## src/sv/efr_pkg.sv

```systemverilog
`timescale 1ns / 1ps
`default_nettype none
// ---------------------------------------------------------------------------
// efr_pkg - shared types and constants of the escaped frame receiver
// Framing byte codes, buffer size, result kinds, status codes, result struct
// and the escape decode table.
// ---------------------------------------------------------------------------
package efr_pkg;

    localparam int unsigned BUFFER_BYTES = 64;
    localparam int unsigned CNT_W        = $clog2(BUFFER_BYTES + 1);
    localparam int unsigned POS_W        = 6;

    localparam logic [7:0] SOF_BYTE = 8'hA0;
    localparam logic [7:0] EOF_BYTE = 8'hA5;
    localparam logic [7:0] HSK_BYTE = 8'hA6;
    localparam logic [7:0] ESC_BYTE = 8'hAA;

    localparam logic [CNT_W-1:0] MIN_FRAME = CNT_W'(7);
    localparam logic [CNT_W-1:0] CNT_FULL  = CNT_W'(BUFFER_BYTES);

    typedef enum logic [1:0] {
        KIND_BYTE  = 2'd0,
        KIND_END   = 2'd1,
        KIND_ABORT = 2'd2
    } t_kind;

    typedef enum logic [2:0] {
        ST_GOOD     = 3'd0,
        ST_NO_FRAME = 3'd1,
        ST_ESC_END  = 3'd2,
        ST_BAD      = 3'd3,
        ST_SHORT    = 3'd4,
        ST_CSUM     = 3'd5
    } t_status;

    typedef struct packed {
        t_kind              result_kind;
        logic [7:0]         byte_value;
        logic [POS_W-1:0]   byte_position;
        t_status            frame_status;
        logic [7:0]         responder_addr;
        logic [5:0]         net_function;
        logic [1:0]         responder_lun;
        logic [7:0]         requester_addr;
        logic [5:0]         sequence_number;
        logic [1:0]         requester_lun;
        logic [7:0]         command_code;
        logic [5:0]         payload_length;
    } t_result;

    typedef struct packed {
        logic       ok;
        logic [7:0] value;
    } t_unesc;

    // Map the byte after an escape to its literal value.
    function automatic t_unesc unescape(input logic [7:0] b);
        t_unesc u;
        u.ok = 1'b1;
        case (b)
            8'hB0:   u.value = SOF_BYTE;
            8'hB5:   u.value = EOF_BYTE;
            8'hB6:   u.value = HSK_BYTE;
            8'hBA:   u.value = ESC_BYTE;
            8'h3B:   u.value = 8'h1B;
            default: begin
                u.ok    = 1'b0;
                u.value = 8'h00;
            end
        endcase
        return u;
    endfunction

endpackage
`default_nettype wire

```

## src/sv/efr_ifs.sv

```systemverilog
`timescale 1ns / 1ps
`default_nettype none
// ---------------------------------------------------------------------------
// efr_ifs - channel interfaces of the escaped frame receiver
// Raw byte channel and result channel, valid/ready handshake.
// ---------------------------------------------------------------------------
interface efr_in_if;
    logic       valid;
    logic       ready;
    logic [7:0] rx_byte;

    modport source (output valid, output rx_byte, input ready);
    modport sink   (input valid, input rx_byte, output ready);
endinterface

interface efr_out_if;
    logic       valid;
    logic       ready;
    logic [1:0] result_kind;
    logic [7:0] byte_value;
    logic [5:0] byte_position;
    logic [2:0] frame_status;
    logic [7:0] responder_addr;
    logic [5:0] net_function;
    logic [1:0] responder_lun;
    logic [7:0] requester_addr;
    logic [5:0] sequence_number;
    logic [1:0] requester_lun;
    logic [7:0] command_code;
    logic [5:0] payload_length;

    modport source (
        output valid, input ready,
        output result_kind, output byte_value, output byte_position,
        output frame_status, output responder_addr, output net_function,
        output responder_lun, output requester_addr, output sequence_number,
        output requester_lun, output command_code, output payload_length
    );
    modport sink (
        input valid, output ready,
        input result_kind, input byte_value, input byte_position,
        input frame_status, input responder_addr, input net_function,
        input responder_lun, input requester_addr, input sequence_number,
        input requester_lun, input command_code, input payload_length
    );
endinterface
`default_nettype wire

```

## src/sv/escaped_frame_receiver_top.sv

```systemverilog
`timescale 1ns / 1ps
`default_nettype none
// ---------------------------------------------------------------------------
// escaped_frame_receiver_top - byte-stuffed serial frame receiver
// Strips escaped frames from a raw byte stream and reports stored bytes,
// frame ends with status and header fields, and aborted frames.
// ---------------------------------------------------------------------------
// Usage:
//   i_rx carries one raw serial byte per item. o_res carries zero or one
//   result per raw byte: a stored frame byte with its position, a frame end
//   with status and decoded header, or an abort marker on a restart.
//   A byte taken into the input register is decoded from there; its result
//   is written into the result register, which drives o_res.
//   Throughput: one raw byte per cycle, sustained, as long as o_res is
//   drained; the decode is a few byte compares and an 8-bit add between the
//   input register and the result register.
//   When the receiver stalls, the result register holds its item and the
//   input register can still take one more byte; i_rx.ready drops only when
//   both are full.
//   Reset (synchronous, active low) closes any open frame, clears the
//   escape and bad flags, the byte count and the checksum, and empties both registers.
// ---------------------------------------------------------------------------
module escaped_frame_receiver_top
    import efr_pkg::*;
(
    input  wire logic   i_clk,
    input  wire logic   i_rst_n,
    efr_in_if.sink      i_rx,
    efr_out_if.source   o_res
);

    logic       r_in_valid;
    logic [7:0] r_in_byte;
    logic       r_out_valid;
    t_result    r_out;

    logic       w_advance;
    logic       w_step;
    logic       w_has_result;
    t_result    w_result;

    // Decode when the result register is free or being emptied.
    assign w_advance  = !r_out_valid || o_res.ready;
    assign w_step     = r_in_valid && w_advance;
    assign i_rx.ready = !r_in_valid || w_advance;

    efr_core u_core (
        .i_clk        (i_clk),
        .i_rst_n      (i_rst_n),
        .i_step       (w_step),
        .i_byte       (r_in_byte),
        .o_has_result (w_has_result),
        .o_result     (w_result)
    );

    always_ff @(posedge i_clk) begin
        if (!i_rst_n) begin
            r_in_valid  <= 1'b0;
            r_out_valid <= 1'b0;
        end else begin
            if (i_rx.ready) begin
                r_in_valid <= i_rx.valid;
            end
            if (w_advance) begin
                r_out_valid <= w_step && w_has_result;
            end
        end
    end

    always_ff @(posedge i_clk) begin
        if (i_rx.valid && i_rx.ready) begin
            r_in_byte <= i_rx.rx_byte;
        end
        if (w_step && w_has_result) begin
            r_out <= w_result;
        end
    end

    assign o_res.valid           = r_out_valid;
    assign o_res.result_kind     = r_out.result_kind;
    assign o_res.byte_value      = r_out.byte_value;
    assign o_res.byte_position   = r_out.byte_position;
    assign o_res.frame_status    = r_out.frame_status;
    assign o_res.responder_addr  = r_out.responder_addr;
    assign o_res.net_function    = r_out.net_function;
    assign o_res.responder_lun   = r_out.responder_lun;
    assign o_res.requester_addr  = r_out.requester_addr;
    assign o_res.sequence_number = r_out.sequence_number;
    assign o_res.requester_lun   = r_out.requester_lun;
    assign o_res.command_code    = r_out.command_code;
    assign o_res.payload_length  = r_out.payload_length;

    // A stop byte always produces a frame end result.
    a_eof_result : assert property (@(posedge i_clk) disable iff (!i_rst_n)
        (w_step && r_in_byte == EOF_BYTE) |=> (r_out_valid && r_out.result_kind == KIND_END))
        else $error("stop byte did not produce a frame end result");

    // Header fields are only reported for a good frame.
    a_hdr_good : assert property (@(posedge i_clk) disable iff (!i_rst_n)
        (r_out_valid && r_out.frame_status != ST_GOOD) |->
        (r_out.responder_addr == 8'h00 && r_out.command_code == 8'h00
         && r_out.payload_length == 6'd0))
        else $error("header fields set on a frame that is not good");

    // A waiting byte in the input register is not lost or overwritten.
    a_in_hold : assert property (@(posedge i_clk) disable iff (!i_rst_n)
        (r_in_valid && !w_advance) |=> (r_in_valid && $stable(r_in_byte)))
        else $error("input register changed while stalled");

endmodule
`default_nettype wire

```

## src/sv/efr_core.sv

```systemverilog
`timescale 1ns / 1ps
`default_nettype none
// ---------------------------------------------------------------------------
// efr_core - deframing state and per-byte decode
// Holds frame state, decodes one raw byte per step and presents the
// result it causes, if any.
// ---------------------------------------------------------------------------
module efr_core
    import efr_pkg::*;
(
    input  wire logic       i_clk,
    input  wire logic       i_rst_n,
    input  wire logic       i_step,
    input  wire logic [7:0] i_byte,
    output logic            o_has_result,
    output t_result         o_result
);

    logic             r_in_frame, n_in_frame;
    logic             r_esc, n_esc;
    logic             r_bad, n_bad;
    logic [CNT_W-1:0] r_count, n_count;
    logic [7:0]       r_sum, n_sum;
    logic [7:0]       r_hb0, n_hb0;
    logic [7:0]       r_hb1, n_hb1;
    logic [7:0]       r_hb3, n_hb3;
    logic [7:0]       r_hb4, n_hb4;
    logic [7:0]       r_hb5, n_hb5;

    t_unesc           w_plain;
    t_status          w_status;
    logic [CNT_W-1:0] w_len;

    always_comb begin
        n_in_frame   = r_in_frame;
        n_esc        = r_esc;
        n_bad        = r_bad;
        n_count      = r_count;
        n_sum        = r_sum;
        n_hb0        = r_hb0;
        n_hb1        = r_hb1;
        n_hb3        = r_hb3;
        n_hb4        = r_hb4;
        n_hb5        = r_hb5;
        o_has_result = 1'b0;
        o_result     = '0;
        w_len        = r_count - MIN_FRAME;

        // Literal byte, or the decoded one after an escape.
        if (r_esc) begin
            w_plain = unescape(i_byte);
        end else begin
            w_plain.ok    = 1'b1;
            w_plain.value = i_byte;
        end

        if (!r_in_frame) begin
            w_status = ST_NO_FRAME;
        end else if (r_esc) begin
            w_status = ST_ESC_END;
        end else if (r_bad) begin
            w_status = ST_BAD;
        end else if (r_count < MIN_FRAME) begin
            w_status = ST_SHORT;
        end else if (r_sum != 8'h00) begin
            w_status = ST_CSUM;
        end else begin
            w_status = ST_GOOD;
        end

        if (i_byte == SOF_BYTE) begin
            if (r_in_frame) begin
                o_has_result         = 1'b1;
                o_result.result_kind = KIND_ABORT;
            end
            n_in_frame = 1'b1;
            n_count    = '0;
            n_sum      = 8'h00;
            n_bad      = 1'b0;
            n_esc      = 1'b0;
        end else if (i_byte == EOF_BYTE) begin
            o_has_result          = 1'b1;
            o_result.result_kind  = KIND_END;
            o_result.frame_status = w_status;
            if (w_status == ST_GOOD) begin
                o_result.responder_addr  = r_hb0;
                o_result.net_function    = r_hb1[7:2];
                o_result.responder_lun   = r_hb1[1:0];
                o_result.requester_addr  = r_hb3;
                o_result.sequence_number = r_hb4[7:2];
                o_result.requester_lun   = r_hb4[1:0];
                o_result.command_code    = r_hb5;
                o_result.payload_length  = w_len[5:0];
            end
            n_in_frame = 1'b0;
            n_esc      = 1'b0;
        end else if (i_byte == HSK_BYTE) begin
            n_esc = 1'b0;
        end else if (i_byte == ESC_BYTE) begin
            if (!r_bad) begin
                n_esc = 1'b1;
            end
        end else if (r_in_frame) begin
            n_esc = 1'b0;
            if (!w_plain.ok) begin
                n_bad = 1'b1;
            end else if (!r_bad) begin
                if (r_count >= CNT_FULL) begin
                    // Buffer full: drop the byte and spoil the frame.
                    n_bad = 1'b1;
                end else begin
                    if (r_count == CNT_W'(0)) n_hb0 = w_plain.value;
                    if (r_count == CNT_W'(1)) n_hb1 = w_plain.value;
                    if (r_count == CNT_W'(3)) n_hb3 = w_plain.value;
                    if (r_count == CNT_W'(4)) n_hb4 = w_plain.value;
                    if (r_count == CNT_W'(5)) n_hb5 = w_plain.value;
                    n_sum                  = r_sum + w_plain.value;
                    n_count                = r_count + CNT_W'(1);
                    o_has_result           = 1'b1;
                    o_result.result_kind   = KIND_BYTE;
                    o_result.byte_value    = w_plain.value;
                    o_result.byte_position = r_count[POS_W-1:0];
                end
            end
        end
    end

    always_ff @(posedge i_clk) begin
        if (!i_rst_n) begin
            r_in_frame <= 1'b0;
            r_esc      <= 1'b0;
            r_bad      <= 1'b0;
            r_count    <= '0;
            r_sum      <= 8'h00;
            r_hb0      <= 8'h00;
            r_hb1      <= 8'h00;
            r_hb3      <= 8'h00;
            r_hb4      <= 8'h00;
            r_hb5      <= 8'h00;
        end else if (i_step) begin
            r_in_frame <= n_in_frame;
            r_esc      <= n_esc;
            r_bad      <= n_bad;
            r_count    <= n_count;
            r_sum      <= n_sum;
            r_hb0      <= n_hb0;
            r_hb1      <= n_hb1;
            r_hb3      <= n_hb3;
            r_hb4      <= n_hb4;
            r_hb5      <= n_hb5;
        end
    end

endmodule
`default_nettype wire

```

## src/flat_wrapper.sv

```systemverilog
// flat-port wrapper written by rule: the top's interface ports become plain ports
module escaped_frame_receiver_top_flat import efr_pkg::*;
  (i_clk, i_rst_n, i_rx_valid, i_rx_rx_byte, i_rx_ready, o_res_valid, o_res_ready, o_res_result_kind, o_res_byte_value, o_res_byte_position, o_res_frame_status, o_res_responder_addr, o_res_net_function, o_res_responder_lun, o_res_requester_addr, o_res_sequence_number, o_res_requester_lun, o_res_command_code, o_res_payload_length);
  efr_in_if i_rx_i ();
  efr_out_if o_res_i ();
  input  wire logic i_clk;
  input  wire logic i_rst_n;
  input wire logic [$bits(i_rx_i.valid)-1:0] i_rx_valid;
  input wire logic [$bits(i_rx_i.rx_byte)-1:0] i_rx_rx_byte;
  output wire logic [$bits(i_rx_i.ready)-1:0] i_rx_ready;
  output wire logic [$bits(o_res_i.valid)-1:0] o_res_valid;
  input wire logic [$bits(o_res_i.ready)-1:0] o_res_ready;
  output wire logic [$bits(o_res_i.result_kind)-1:0] o_res_result_kind;
  output wire logic [$bits(o_res_i.byte_value)-1:0] o_res_byte_value;
  output wire logic [$bits(o_res_i.byte_position)-1:0] o_res_byte_position;
  output wire logic [$bits(o_res_i.frame_status)-1:0] o_res_frame_status;
  output wire logic [$bits(o_res_i.responder_addr)-1:0] o_res_responder_addr;
  output wire logic [$bits(o_res_i.net_function)-1:0] o_res_net_function;
  output wire logic [$bits(o_res_i.responder_lun)-1:0] o_res_responder_lun;
  output wire logic [$bits(o_res_i.requester_addr)-1:0] o_res_requester_addr;
  output wire logic [$bits(o_res_i.sequence_number)-1:0] o_res_sequence_number;
  output wire logic [$bits(o_res_i.requester_lun)-1:0] o_res_requester_lun;
  output wire logic [$bits(o_res_i.command_code)-1:0] o_res_command_code;
  output wire logic [$bits(o_res_i.payload_length)-1:0] o_res_payload_length;
  assign i_rx_i.valid = i_rx_valid;
  assign i_rx_i.rx_byte = i_rx_rx_byte;
  assign i_rx_ready = i_rx_i.ready;
  assign o_res_valid = o_res_i.valid;
  assign o_res_i.ready = o_res_ready;
  assign o_res_result_kind = o_res_i.result_kind;
  assign o_res_byte_value = o_res_i.byte_value;
  assign o_res_byte_position = o_res_i.byte_position;
  assign o_res_frame_status = o_res_i.frame_status;
  assign o_res_responder_addr = o_res_i.responder_addr;
  assign o_res_net_function = o_res_i.net_function;
  assign o_res_responder_lun = o_res_i.responder_lun;
  assign o_res_requester_addr = o_res_i.requester_addr;
  assign o_res_sequence_number = o_res_i.sequence_number;
  assign o_res_requester_lun = o_res_i.requester_lun;
  assign o_res_command_code = o_res_i.command_code;
  assign o_res_payload_length = o_res_i.payload_length;
  escaped_frame_receiver_top u_core (.i_clk(i_clk), .i_rst_n(i_rst_n), .i_rx(i_rx_i), .o_res(o_res_i));
endmodule
```

## config.mk

```make
export PLATFORM = sky130hd
export DESIGN_NAME = escaped_frame_receiver_top_flat
export DESIGN_NICKNAME = d
export VERILOG_FILES = /design/src/sv/efr_pkg.sv /design/src/sv/efr_ifs.sv /design/src/sv/escaped_frame_receiver_top.sv /design/src/sv/efr_core.sv /design/src/flat_wrapper.sv
export SDC_FILE = /design/constraint.sdc
export NUM_CORES = 1
export LEC_CHECK = 0
export CORE_MARGIN = 3
export CORE_UTILIZATION = 46
export DETAILED_ROUTE_END_ITERATION = 6
export DONT_BUFFER_PORTS = 1
export GPL_TIMING_DRIVEN = 0
export SLEW_MARGIN = 20
export SYNTH_ARGS = -nofsm -noshare
export SYNTH_HDL_FRONTEND = slang
export SYNTH_SLANG_ARGS = --single-unit
```

## constraint.sdc

```tcl
create_clock -name i_clk -period 9.5 [get_ports i_clk]
set_input_delay 1.9 -clock i_clk [delete_from_list [all_inputs] [get_ports i_clk]]
set_output_delay 1.9 -clock i_clk [all_outputs]
set_load 0.03 [all_outputs]
```

==> reports/summary.log, run 1 <==
INFO  setup_path     max_fo_critical_path=3
INFO  sta            setup_viol=0
INFO  routing        routed_wirelength=13.00mm
INFO  power_and_ir_drop leakagePower=2.613nW
INFO  placement      placed_area=6347um2
INFO  sta            finalHoldViolCount=0
INFO  synthesis      netlist.area_leader.share=0.3603
INFO  power_and_ir_drop p_per_area=185.8nW/um2
INFO  global_route   antenna_violations_before_repair=0
INFO  power_and_ir_drop vdd_ir_drop_max=0.1140mV
INFO  sta            slew_viol_final=0
INFO  cts            post-cts-setup-buffers=0
INFO  sta            worst_pin_slew=0.8188ns
INFO  synthesis      synth_ff_type=sky130_fd_sc_hd__edfxtp_1
INFO  floorplan      floorplan.die_area=14,640um2
INFO  cells_and_area mostFrequentLayoutCells=73 x sky130_fd_sc_hd__edfxtp_1, 60 x sky130_fd_sc_hd__nor2_1, 60 x sky130_fd_sc_hd__dfxtp_1
INFO  routing        initialDrtViolationCount=263
INFO  global_route   grtUsageTotal=0.1880
INFO  cts            cts_buffer_depth=2
INFO  floorplan      top_level_ports=79
INFO  synthesis      synthesis.area_per_instance=11.84um2
INFO  sta            post-route-min-period=4.508ns
INFO  cells_and_area drive_above_1_share=0.1241
INFO  synthesis      postSynthCellCount=514
INFO  synthesis      synth_edf_count=73
INFO  synthesis      syn-cell-area=6085um2
INFO  synthesis      synthesis.yosys.warnings=0
INFO  cells_and_area final_core_util=0.5430
INFO  global_route   first_global_vias=3,900
INFO  floorplan      core-area=12,770um2
INFO  cells_and_area antenna_cells_inserted=0
INFO  setup_path     critical_path_buf_inv_count=0
INFO  placement      globalplace.congestion=0.8366
INFO  floorplan      core.rowCount=41
INFO  synthesis      proportion_of_synthesized_chip_area_in_sequential_cells=0.5577
INFO  synthesis      synth_area_leader_cell=sky130_fd_sc_hd__edfxtp_1
INFO  routing        drc_errors=0
INFO  synthesis      ys_ff_latch=133
INFO  cts            clk_lat_worst_skew=0.42ns
INFO  sta            grt_setup_unrepaired=no
INFO  cells_and_area finish.instance_area=6935um2
INFO  setup_path     worst-setup-path-type=in -> out
INFO  placement      dp_hpwl=8.969mm
INFO  synthesis      synth.net_count=537
INFO  routing        average_wire_per_cell_in_the_routed_design=18.05um
INFO  cts            numCtsBuffers=17
INFO  cts            cts.reportedPaths.clkPinSlew=0.06ns
INFO  setup_path     critical_path.slowest_cell=sky130_fd_sc_hd__nor2b_1
INFO  outcome        status=completed
INFO  global_route   grt_pass1_wl=20.78mm
INFO  global_route   globalRouteOverflowTotal=0
INFO  routing        detail-route-antenna-nets=0
INFO  setup_path     cp_cell_sequence=nor2b_1, nand2_1
INFO  routing        first_pass_iters=4
INFO  cts            ctsResizeCount=0
INFO  sta            finalCritPeriodShare=0.4745
INFO  cells_and_area final_common_cell=sky130_fd_sc_hd__edfxtp_1
INFO  synthesis      ys_top_cells_by_area=sky130_fd_sc_hd__edfxtp_1 36%, sky130_fd_sc_hd__dfxtp_1 20%, sky130_fd_sc_hd__mux2i_1 6.7%, sky130_fd_sc_hd__and2_1 5.0%, sky130_fd_sc_hd__nor2_1 3.8%
INFO  setup_path     timing.reg2reg.setup_slack=5.85ns
INFO  cts            tritoncts=done
INFO  setup_path     cpLargestDelayFamily=simple AND/OR/NAND/NOR gates
INFO  cts            clock_sinks=133
INFO  floorplan      die_height=121.0um
INFO  sta            finClkSkew=0.01426ns
INFO  cts            ctsHoldBuffers=0
INFO  worst_hold_path hold_class=reg -> reg
INFO  cts            htree_num_levels=4
INFO  setup_path     crit_path_start_kind=input pin
INFO  routing        num_vias=3,949
INFO  setup_path     cp.required=7.60ns
INFO  global_route   grt_start_max_net_pins=32
INFO  synthesis      asyncSetResetFlopFracSynth=0
INFO  setup_path     timing.critical_path.to_type=output port
INFO  setup_path     worstPathArrival=2.61ns
INFO  synthesis      synth_cell_type_count=71
INFO  cts            cts_root_buf=sky130_fd_sc_hd__clkbuf_16
INFO  sta            timing.fmax=221.8MHz
INFO  sta            maxSlewHeadroom=0.4530
INFO  placement      port_buffers=0
INFO  setup_path     critical-path-max-stage-delay=0.35ns
INFO  cells_and_area design.final.nets=558
INFO  cells_and_area fillers=1,069
INFO  floorplan      die_x=121.0um
INFO  cells_and_area layout-area-overhead-vs-synth=13.98%
INFO  sta            fin_setup_tns=0ns
INFO  routing        via_per_inst=5.485
INFO  floorplan      floorplan.initialDensity=0.4763
INFO  run            maxCapViolCount=0
-- tightest hold or removal path, stage by stage, from the launching register on --
cell	delay, ns
sky130_fd_sc_hd__dfxtp_1	0.32
sky130_fd_sc_hd__mux2i_1	0.06
sky130_fd_sc_hd__nor2_1	0.07
-- cell type report --
type / instances / area [um2] / share of cell area
Tap cell: 172 / 215.2 / 0.03103
Sequential cell: 133 / 3393 / 0.4893
Inverter: 16 / 60.06 / 0.008660
Buffer: 27 / 141.4 / 0.02039
Clock inverter: 8 / 95.09 / 0.01371
Multi-Input combinational cell: 338 / 2497 / 0.3601
Clock buffer: 24 / 493.0 / 0.07108
Timing Repair Buffer: 2 / 40.04 / 0.005773
-- cell usage after synthesis, types with 3 or more instances --
cell and number:
sky130_fd_sc_hd__o21a_1 3, sky130_fd_sc_hd__inv_1 15, sky130_fd_sc_hd__xor2_1 4, sky130_fd_sc_hd__nor3_1 9, sky130_fd_sc_hd__a32o_1 4, sky130_fd_sc_hd__o21ai_0 10, sky130_fd_sc_hd__nand2b_1 5, sky130_fd_sc_hd__a31oi_1 4
sky130_fd_sc_hd__and2_1 49, sky130_fd_sc_hd__ha_1 10, sky130_fd_sc_hd__and3_1 15, sky130_fd_sc_hd__edfxtp_1 73, sky130_fd_sc_hd__o21bai_1 3, sky130_fd_sc_hd__nand2b_4 3, sky130_fd_sc_hd__buf_6 4, sky130_fd_sc_hd__nor4_4 3
sky130_fd_sc_hd__dfxtp_1 60, sky130_fd_sc_hd__o21ai_4 3, sky130_fd_sc_hd__nor2_1 61, sky130_fd_sc_hd__a211oi_4 3, sky130_fd_sc_hd__a2111o_1 3, sky130_fd_sc_hd__xnor2_1 5, sky130_fd_sc_hd__clkbuf_1 19, sky130_fd_sc_hd__mux2i_1 41
sky130_fd_sc_hd__nor2b_1 9, sky130_fd_sc_hd__nand2_1 8, sky130_fd_sc_hd__nand4_1 8, sky130_fd_sc_hd__a21oi_2 4, sky130_fd_sc_hd__nand3_1 9, sky130_fd_sc_hd__a21oi_1 12, sky130_fd_sc_hd__a21o_1 4
-- cell families (layout without fill, tap and decap cells) --
logic type               count (synthesis)  after routing  share of synthesized area
multiplexers                            41             41                    0.06745
adder cells (fa/ha/maj)                 11             11                    0.02385
AND/OR/NAND/NOR                        196            196                     0.1904
AO/OA/AOI/OAI                           80             80                     0.1119
buffers and inverters                   43             77                    0.03310
XOR/XNOR                                10             10                    0.01563
flip-flops                             133            133                     0.5577
-- state kept, by name, summed over array words and instances, names as in the netlist, 3 cells and up --
signal	cells
u_core.o_res.byte_position	6
u_core.o_res.payload_length	6
u_core.o_res.command_code	8
u_core.u_core.r_hb5	8
u_core.o_res.sequence_number	6
u_core.o_res.net_function	6
u_core.u_core.r_sum	8
u_core.u_core.r_hb4	8
u_core.r_in_byte	8
u_core.o_res.frame_status	3
u_core.o_res.responder_addr	8
u_core.u_core.r_hb1	8
u_core.u_core.r_hb3	8
u_core.o_res.byte_value	8
u_core.u_core.r_count	7
u_core.o_res.requester_addr	8
u_core.u_core.r_hb0	8
-- power by group --
part | total (mW) | internal, mW | switching [mW]
combinational | 0.0392 | 0.0125 | 0.0267
sequential | 0.607 | 0.604 | 0.00250
clock | 0.642 | 0.414 | 0.228
total | 1.29 | 1.03 | 0.257
-- metrics by stage --
stage | power, mW | setup WS [ns] | hold WS (ns) | std cells
floorplan | 0.6471 | 4.107 | 0.4515 | 514
global placement | 0.6568 | 2.952 | 0.4640 | 686
detailed placement | 0.6578 | 5.015 | 0.4748 | 688
CTS | 1.300 | 5.015 | 0.4900 | 720
global route | 1.330 | 5.010 | 0.5071 | 720
finish | 1.289 | 4.992 | 0.4853 | 720
-- layer usage --
layer	up-vias	track usage	part of all wire	wire, um
met5	-	0	0	0
met4	0	0.08428	0.016	213
met2	122	0.2824	0.46	6002
li1	1904	-	-	-
met1	1904	0.2583	0.47	6114
met3	19	0.04522	0.051	668
-- path summary, 6_finish.rpt --
path,endpoint,depth (start not counted),startpoint
hold reg to reg,u_core.u_core.r_hb3[7],2,u_core.u_core.r_hb3[7]
setup / recovery,i_rx_ready,2,o_res_ready
hold / removal,u_core.u_core.r_hb3[7],2,u_core.u_core.r_hb3[7]
setup reg to reg,u_core.u_core.r_sum[7],12,u_core.r_in_byte[0]
Power figures use the tool's default switching activity.
==> run 2: changes to the inputs <==
- clock period: 9.5 -> 3.8 ns (I/O delays scaled with it)
==> reports/summary.log, run 2 (synthesis results as in run 1) <==
INFO  outcome        status=completed
INFO  global_route   grt_start_max_net_pins=32 [unchanged]
INFO  floorplan      floorplan.initialDensity=0.4763 [unchanged]
INFO  cells_and_area final_common_cell=sky130_fd_sc_hd__edfxtp_1
INFO  power_and_ir_drop leakagePower=2.625nW [+0.46%]
INFO  global_route   grt_pass1_wl=20.93mm [+0.73%]
INFO  sta            maxSlewHeadroom=0.5255 [+0.07256]
INFO  sta            finClkSkew=0.006994ns [-0.007261 ns]
INFO  sta            fin_setup_tns=0ns [unchanged]
INFO  floorplan      die_x=121.0um [unchanged]
INFO  setup_path     cp_cell_sequence=buf_6, nand2b_1, nor2_4, a221oi_1, nor2_2, ha_1, a21oi_1, o221ai_1, o41ai_1, o21ai_0, a2111o_1, o211ai_1
INFO  routing        dr.max_layer_used=met4
INFO  routing        average_wire_per_cell_in_the_routed_design=18.27um [+1.2%]
INFO  routing        detail-route-antenna-nets=0 [unchanged]
INFO  cells_and_area layout-area-overhead-vs-synth=14.85%
INFO  placement      globalplace.congestion=0.8404 [+0.45%]
INFO  routing        num_vias=3,915 [-0.86%]
INFO  routing        via_per_inst=5.453 [-0.58%]
INFO  cells_and_area design.final.nets=556 [-0.36%]
INFO  setup_path     cp-startpoint=u_core.r_in_byte[0]
INFO  floorplan      core-area=12,770um2 [unchanged]
INFO  global_route   antenna_violations_before_repair=0 [unchanged]
INFO  cts            cts_root_buf=sky130_fd_sc_hd__clkbuf_16
INFO  global_route   globalRouteOverflowTotal=0 [unchanged]
INFO  sta            worst_pin_slew=0.7117ns [-0.1071 ns]
INFO  sta            timing.fmax=286.1MHz
INFO  routing        wl_met3=651um [-2.5%]
INFO  setup_path     cpLargestDelayFamily=compound AO/OA/AOI/OAI gates
INFO  placement      dp_hpwl=9.038mm [+0.76%]
INFO  setup_path     worst_reg2reg_path_length_in_cells=12 [unchanged]
INFO  sta            slew_viol_final=0 [unchanged]
INFO  setup_path     crit-reg2reg-launch=u_core.r_in_byte[0]
INFO  worst_hold_path hold_class=in -> reg
INFO  power_and_ir_drop vdd_ir_drop_max=0.2713mV [+140%]
INFO  placement      port_buffers=0 [unchanged]
INFO  floorplan      top_level_ports=79 [unchanged]
INFO  cells_and_area finish.instance_area=6988um2 [+0.76%]
INFO  setup_path     critical-path-max-stage-delay=0.47ns [+0.12 ns]
INFO  setup_path     critical_path_buf_inv_count=1 [+1]
INFO  sta            setup_viol=0 [unchanged]
INFO  worst_hold_path holdPathStages=0 [-2]
INFO  worst_hold_path hold-path-endpoint=u_core.r_in_byte[5]
INFO  sta            finalHoldViolCount=0 [unchanged]
INFO  cts            htree_num_levels=4 [unchanged]
INFO  global_route   grtUsageTotal=0.1882 [+0.0002187]
INFO  setup_path     crit_path_start_kind=flop
INFO  cells_and_area multiInputGateArea=2505um2 [+0.30%]
INFO  setup_path     regToRegEndpoint=u_core.u_core.r_sum[7]
INFO  setup_path     timing.reg2reg.setup_slack=0.31ns [-5.54 ns]
INFO  cts            clk_lat_worst_skew=0.42ns [about the same]
INFO  run            maxCapViolCount=0 [unchanged]
INFO  sta            grt_setup_unrepaired=no
INFO  cts            cts.reportedPaths.clkPinSlew=0.06ns [about the same]
INFO  cells_and_area antenna_cells_inserted=0 [unchanged]
INFO  placement      placed_area=6355um2 [+0.12%]
INFO  floorplan      floorplan.die_area=14,640um2 [unchanged]
INFO  global_route   first_global_vias=3,900 [unchanged]
INFO  setup_path     critical_path.slowest_cell=sky130_fd_sc_hd__edfxtp_1
INFO  sta            post-route-min-period=3.495ns
INFO  cts            clock_sinks=133 [unchanged]
INFO  routing        met2_wire_length=6.062mm [+1.0%]
INFO  cts            post-cts-setup-buffers=0 [unchanged]
INFO  routing        routed_wirelength=13.12mm [+0.94%]
INFO  cts            numCtsBuffers=17 [unchanged]
INFO  cts            ctsHoldBuffers=0 [unchanged]
INFO  power_and_ir_drop p_per_area=480.6nW/um2 [+160%]
INFO  setup_path     timing.critical_path.to_type=flop
INFO  worst_hold_path holdCritStartpoint=i_rx_rx_byte[5]
INFO  routing        initialDrtViolationCount=247 [-6.1%]
INFO  routing        first_pass_iters=4 [unchanged]
INFO  setup_path     cp.required=4.14ns [-3.46 ns]
INFO  routing        drc_errors=0 [unchanged]
INFO  cts            ctsResizeCount=0 [unchanged]
INFO  cells_and_area mostFrequentLayoutCells=73 x sky130_fd_sc_hd__edfxtp_1, 60 x sky130_fd_sc_hd__dfxtp_1, 59 x sky130_fd_sc_hd__nor2_1
INFO  setup_path     worstPathArrival=3.83ns [+1.22 ns]
INFO  sta            finalCritPeriodShare=0.9197
INFO  cells_and_area drive_above_1_share=0.1355 [+0.01144]
INFO  cells_and_area sequential_cell_area=3393um2 [unchanged]
INFO  setup_path     worst-setup-path-type=reg -> reg
INFO  setup_path     max_fo_critical_path=10 [+7]
INFO  cts            cts_buffer_depth=2 [unchanged]
INFO  cts            tritoncts=done
INFO  cells_and_area fillers=1,087 [+1.7%]
INFO  floorplan      core.rowCount=41 [unchanged]
INFO  routing        drt-met1-wl=6.134mm [+0.33%]
INFO  floorplan      die_height=121.0um [unchanged]
run 2: how the worst max path moves through the flow:
stage,cells after the start,slack (ns),endpoint
after floorplan,7,0.70,u_core.o_res.byte_position[0]
after global placement,7,0.17,u_core.o_res.command_code[3]
final,12,0.31,u_core.u_core.r_sum[7]
after global routing,12,0.07,u_core.u_core.r_sum[7]
after CTS,13,0.09,u_core.u_core.r_sum[7]
after detailed placement,12,0.11,u_core.u_core.r_sum[7]
run 2: stage by stage:
stage               power, mW  cells  worst slack, ns    util  hold WS (ns)
floorplan               1.618    514           0.6968       -        0.4515
finish                  3.358    718           0.3053  0.5471        0.4350
global route            3.453    718          0.06763  0.5471        0.4167
detailed placement      1.645    688           0.1107  0.4975        0.4721
CTS                     3.383    720          0.08731  0.5471        0.4170
global placement        1.643    686           0.1698  0.4938        0.4653
run 2: report_power, final:
group	total (mW)	switching, mW	internal, mW	leakage, nW
clock	1.74	0.610	1.13	0.298
combinational	0.0995	0.0680	0.0315	1.05
sequential	1.52	0.00624	1.51	1.28
total	3.36	0.684	2.67	2.62
run 2: final cells by class:
class | count | area share
Sequential cell | 133 | 0.4856
Multi-Input combinational cell | 338 | 0.3585
Clock buffer | 20 | 0.06535
Tap cell | 172 | 0.03080
Clock inverter | 12 | 0.02525
Buffer | 25 | 0.01916
Inverter | 16 | 0.008594
Timing Repair Buffer | 2 | 0.006804
run 2: per-layer routing:
metal / vias up / track usage
met2: 117 / 0.2907
li1: 1918 / -
met5: - / 0
met1: 1852 / 0.2490
met3: 28 / 0.05594
met4: 0 / 0.07436
